$ cat src/design/bsr_pkg.sv
// Shared constants, types and helpers for the bitstream reader.
// Used by bsr_bit_extract and mpeg_bitstream_reader_unit; depends on nothing.
package bsr_pkg;

  // request kinds
  localparam logic [2:0] KIND_APPEND  = 3'd0;
  localparam logic [2:0] KIND_PEEK    = 3'd1;
  localparam logic [2:0] KIND_CONSUME = 3'd2;
  localparam logic [2:0] KIND_SKIP    = 3'd3;
  localparam logic [2:0] KIND_ALIGN   = 3'd4;
  localparam logic [2:0] KIND_FIND    = 3'd5;
  localparam logic [2:0] KIND_COMPARE = 3'd6;

  localparam int POS_W     = 20;
  localparam int READ_BITS = 32;
  localparam int WIN_W     = READ_BITS + 8;
  // byte index of a bit position plus a 32-bit overrun needs 18 bits
  localparam int IDX_MIN_W = POS_W - 2;
  localparam int POS_MAX_BYTE = (1 << (POS_W - 3)) - 1;

  typedef logic [POS_W-1:0]     pos_t;
  typedef logic [READ_BITS-1:0] word_t;
  typedef logic [WIN_W-1:0]     win_t;
  typedef logic [5:0]           cnt_t;

  localparam pos_t POS_MAX       = {POS_W{1'b1}};
  localparam pos_t POS_LAST_BYTE = {{(POS_W-3){1'b1}}, 3'b000};

  localparam logic [7:0] ZERO_BYTE = 8'h00;
  localparam logic [7:0] ONE_BYTE  = 8'h01;

  // advance, saturating at the last bit position
  function automatic pos_t pos_advance(pos_t p, cnt_t n);
    logic [POS_W:0] s;
    s = {1'b0, p} + {{(POS_W-5){1'b0}}, n};
    return s[POS_W] ? POS_MAX : s[POS_W-1:0];
  endfunction

  // round up to a byte boundary, clamp to the last one
  function automatic pos_t pos_align(pos_t p);
    logic [POS_W:0] s;
    s = {1'b0, p} + (POS_W+1)'(7);
    return s[POS_W] ? POS_LAST_BYTE : {s[POS_W-1:3], 3'b000};
  endfunction

endpackage

$ cat src/design/bsr_bit_extract.sv
// Pulls the requested bits out of the fetched byte window, right aligned.
// Depends on bsr_pkg for window and word types.
module bsr_bit_extract (
  input  bsr_pkg::win_t  win,
  input  logic [2:0]     off,
  input  bsr_pkg::cnt_t  n,
  output bsr_pkg::word_t bits
);
  import bsr_pkg::*;

  logic [2:0]         tail;
  win_t               shifted;
  logic [READ_BITS:0] mask;

  // drop the bits after the last wanted one, then keep n bits
  assign tail    = 3'd0 - (off + n[2:0]);
  assign shifted = win >> tail;
  assign mask    = ((READ_BITS+1)'(1) << n) - (READ_BITS+1)'(1);
  assign bits    = shifted[READ_BITS-1:0] & mask[READ_BITS-1:0];

endmodule

$ cat config.mk
export PLATFORM = sky130hd
export DESIGN_NAME = bsr_bit_extract
export DESIGN_NICKNAME = d
export VERILOG_FILES = /design/src/design/bsr_pkg.sv /design/src/design/bsr_bit_extract.sv
export SDC_FILE = /design/constraint.sdc
export NUM_CORES = 1
export LEC_CHECK = 0
export BUFFER_PORTS_ARGS = -buffer_cell sky130_fd_sc_hd__buf_2
export CELL_PAD_IN_SITES_DETAIL_PLACEMENT = 1
export CELL_PAD_IN_SITES_GLOBAL_PLACEMENT = 1
export CORE_ASPECT_RATIO = 0.75
export CORE_MARGIN = 2
export CORE_UTILIZATION = 35
export DETAILED_ROUTE_END_ITERATION = 10
export GPL_TIMING_DRIVEN = 0
export PLACE_DENSITY = 0.83
export SLEW_MARGIN = 20
export SYNTH_ARGS = -nofsm -noshare
export SYNTH_HDL_FRONTEND = slang
export SYNTH_SLANG_ARGS = --single-unit
export TNS_END_PERCENT = 20
$ cat constraint.sdc
create_clock -name vclk -period 2.2
set_input_delay 0.11 -clock vclk [all_inputs]
set_output_delay 0.11 -clock vclk [all_outputs]
set_load 0.05 [all_outputs]
==> Implementation_results.wiki <==
{| class="wikitable"
! Metric !! Value
|-
| Synth Warn # || 0
|-
| CTS Hold Bufs || 0
|-
| Wire length reported by the detailed router || approximately 10000 µm
|-
| Routability Congestion || between 0.8 and 0.9
|-
| Max_slew headroom || 0.222
|-
| Synthesized netlist cell count || 260
|-
| Status || complete, but fails checks
|-
| Top Usage Layer GRT || met2
|-
| Min setup slack post-route || -96.7 ps
|-
| Wire length of the first global-routing pass || 14100 µm
|-
| Pins over their slew limit || 0
|-
| P_sw || roughly 1.3 mW
|-
| Switching part of the total || 0.618
|-
| Port Buf Inserts || 78
|-
| Post-synthesis sequential area ratio || 0
|-
| Top Family by Delay on Critical Path || simple AND/OR/NAND/NOR gates
|-
| Placed wire-length estimate after detailed placement || ~6800 µm
|-
| Fin. Hold Viols || 0
|-
| Class of the worst hold path || input port to output port
|-
| Delay of the slowest cell on the worst path || approximately 930 ps
|-
| Worst Path Required || about 2100 ps
|-
| Power density over the cells || between 600 and 700 nW/µm²
|-
| Clock tree buffer count of the final layout || 0
|-
| Proportion of power drawn by the clock network || 0
|-
| Cell Area, Synth || just over 2000 µm²
|-
| Final cycle utilization of the critical path || 1.04
|-
| Total number of vias || between 2000 and 3000
|-
| Violated checks || setup timing
|-
| Die ar. || roughly 6500 µm²
|-
| Number of detailed-routing iterations run before antenna repair || 4
|-
| GR met1 Demand/Resource || 0.402
|-
| Utilization after layout || 0.569
|-
| Crit Path Class || input port to output port
|-
| Slew at the pin closest to its max-slew limit || 1150 ps
|-
| Tot Pwr || 2.09 mW
|-
| Reg power frac || 0
|-
| Most used cells in the layout excluding fill and tap cells || buf_2 (63), buf_4 (38), nand2_1 (30)
|-
| Number of buffer and inverter stages on the critical path || 3
|-
| Post-synth cell types || 43
|-
| Kind of end point of the critical path || output port
|-
| Most common library cell in the layout ignoring fill and taps || buf_2
|-
| Fraction of met3 tracks used by global routing || 0.0151
|-
| Vias in the first global route || around 2600
|-
| Final setup violating endpoints || 7
|-
| Comb pwr share || 1.000
|-
| Post-route setup TNS || -249 ps
|-
| Critical Path AT || between 2000 and 2500 ps
|-
| Average wire per standard cell || between 20 and 25 µm
|-
| DRC violations left || 0
|-
| Remaining Overflow, GRT || 0
|-
| Max Fanout on Critical Path || 8
|-
| Startpoint types || input port
|-
| Hold slack final || 758 ps
|-
| Mean post-synth cell area || around 7.8 µm²
|-
| Chip Height || around 70 µm
|-
| Initial cell density of the core || 0.357
|-
| Leakage power total || 1.36 nW
|-
| Area delta synth->final || 59.1%
|-
| Number of instances in the placed design || 416
|-
| 1st-iter DRT viols || between 200 and 250
|-
| Setup repair after global routing missed its margin || yes
|-
| Cell type of the slowest stage on the worst timing path || nor4b_1
|-
| Worst hold start || n[0]
|-
| Initial antenna violation count || 1
|-
| Critical Path Most Common Cell || buf_2
|-
| Core Rows || 24
|-
| Number of vias per cell after detailed routing || just over 6
|-
| Post-synth net total || 313
|-
| Hold Crit Endpoint || bits[0]
|-
| Internal power summed over all cells || 0.798 mW
|-
| Number of maximum-capacitance constraint violations || 0
|-
| Chip width || between 90 and 100 µm
|-
| Highest achievable clock rate || about 440 MHz
|-
| Share of final-layout standard cells stronger than drive strength 1 || 0.579
|-
| Max rail drop VDD || between 0.4 and 0.5 mV
|-
| Number of flip-flops and latches || 0
|-
| Total GRT Usage || 0.272
|-
| Maximum number of pins on one net before global-route repair || 11
|-
| Placeable Area || approximately 5700 µm²
|-
| Count of cells along the worst hold path || 4
|-
| Fin crit period || 2300 ps
|-
| I/O pin total || slightly above 80
|-
| List of cells traversed by the critical path || buf_2 -> buf_6 -> nor4b_1 -> nand2_1 -> xnor2_1 -> nor3_2 -> buf_2
|-
| FF+latch area || 0 µm²
|-
| Layout Cells excl Fill || 438
|-
| Count of nets after finishing || just over 400
|-
| Global-route met2 utilization || 0.456
|-
| Routed Antenna Nets || 0
|}
-- how the worst max path moves through the flow --
stage                      start        to  slack, ps  cells past startpoint
after floorplan             n[0]  bits[22]       -320                      9
after global placement      n[0]   bits[4]       -410                     10
after detailed placement    n[0]   bits[4]       -520                     10
after CTS                 off[1]  bits[10]        -10                     10
after global routing        n[1]   bits[2]       -140                      7
final                       n[1]   bits[2]       -100                      7
-- power groups by stage --
stage	logic (mW)	registers [mW]	clock network, mW
6_report	2.09	0	0.0000000609
5_1_grt	2.16	0	0.0000000609
4_1_cts	1.86	0	0
3_5_place_dp	1.66	0	0
3_3_place_gp	1.63	0	0
2_1_floorplan	1.27	0	0
-- synthesized netlist by cell type (2+ instances only) --
cell        n  area (µm²)
a21boi_0    2        15.0
clkbuf_1    3        11.3
ha_1        4        50.1
a21o_1      2        15.0
nor2b_1     2        12.5
a2bb2oi_1   3        26.3
a21oi_1    21         105
nor4b_1     2        17.5
a211o_1     2        17.5
and3_1      6        37.5
xnor2_1     6        52.6
mux2_2      4        45.0
a211oi_1    7        52.6
nand3_1     6        30.0
o22ai_1     3        18.8
nor2_1     31         116
inv_1       7        26.3
nor4_2      3        37.5
nor3_1      7        35.0
nand2_1    30         113
mux4_2     21         473
o21ai_0     9        45.0
o31ai_1     2        15.0
buf_4       6        45.0
mux2i_1    34         340
buf_2      18        90.1
xor2_2      2        32.5
nor4_1      2        12.5
-- tightest hold or removal path: cells and delay by family --
family          cells  cell delay [ps]
compound gates      1               80
buf+inv             2              330
simple gates        1              130
-- metal layers --
layer	wire length [µm]	up-vias
li1	-	1180
met1	4300	1336
met2	4870	141
met3	565	18
met4	180	0
met5	0	-
-- layout make-up --
class	instances	area, µm²
repair buffers	99	632
multi-input cells	225	2230
inverters	7	26.3
well taps	78	97.6
plain buffers	28	253
diodes	1	2.50
fillers	687	2460
-- logic make-up after synthesis --
| group | after synthesis | share of synthesized area |
|---|---|---|
| compound gates | 58 | 0.189 |
| xor+xnor | 9 | 0.0497 |
| fa+ha+maj | 4 | 0.0245 |
| buf+inv | 35 | 0.0865 |
| mux | 59 | 0.421 |
| simple gates | 95 | 0.229 |
-- through the flow --
| stage | area (µm²) | setup WS, ps |
|---|---|---|
| after floorplan | 2170 | -321 |
| after global placement | 2660 | -407 |
| after detailed placement | 2660 | -524 |
| after CTS | 2940 | -10.9 |
| after global routing | 3240 | -144 |
| final | 3240 | -96.7 |
-- what timing repair did --
item	in CTS	in global routing
resized for setup	56	61
endpoints found under the hold margin	0	0
setup buffers	9	10
pin swaps	3	11
setup endpoints to repair	32	31
cloned	1	1
(Power assumes the default switching activity.)
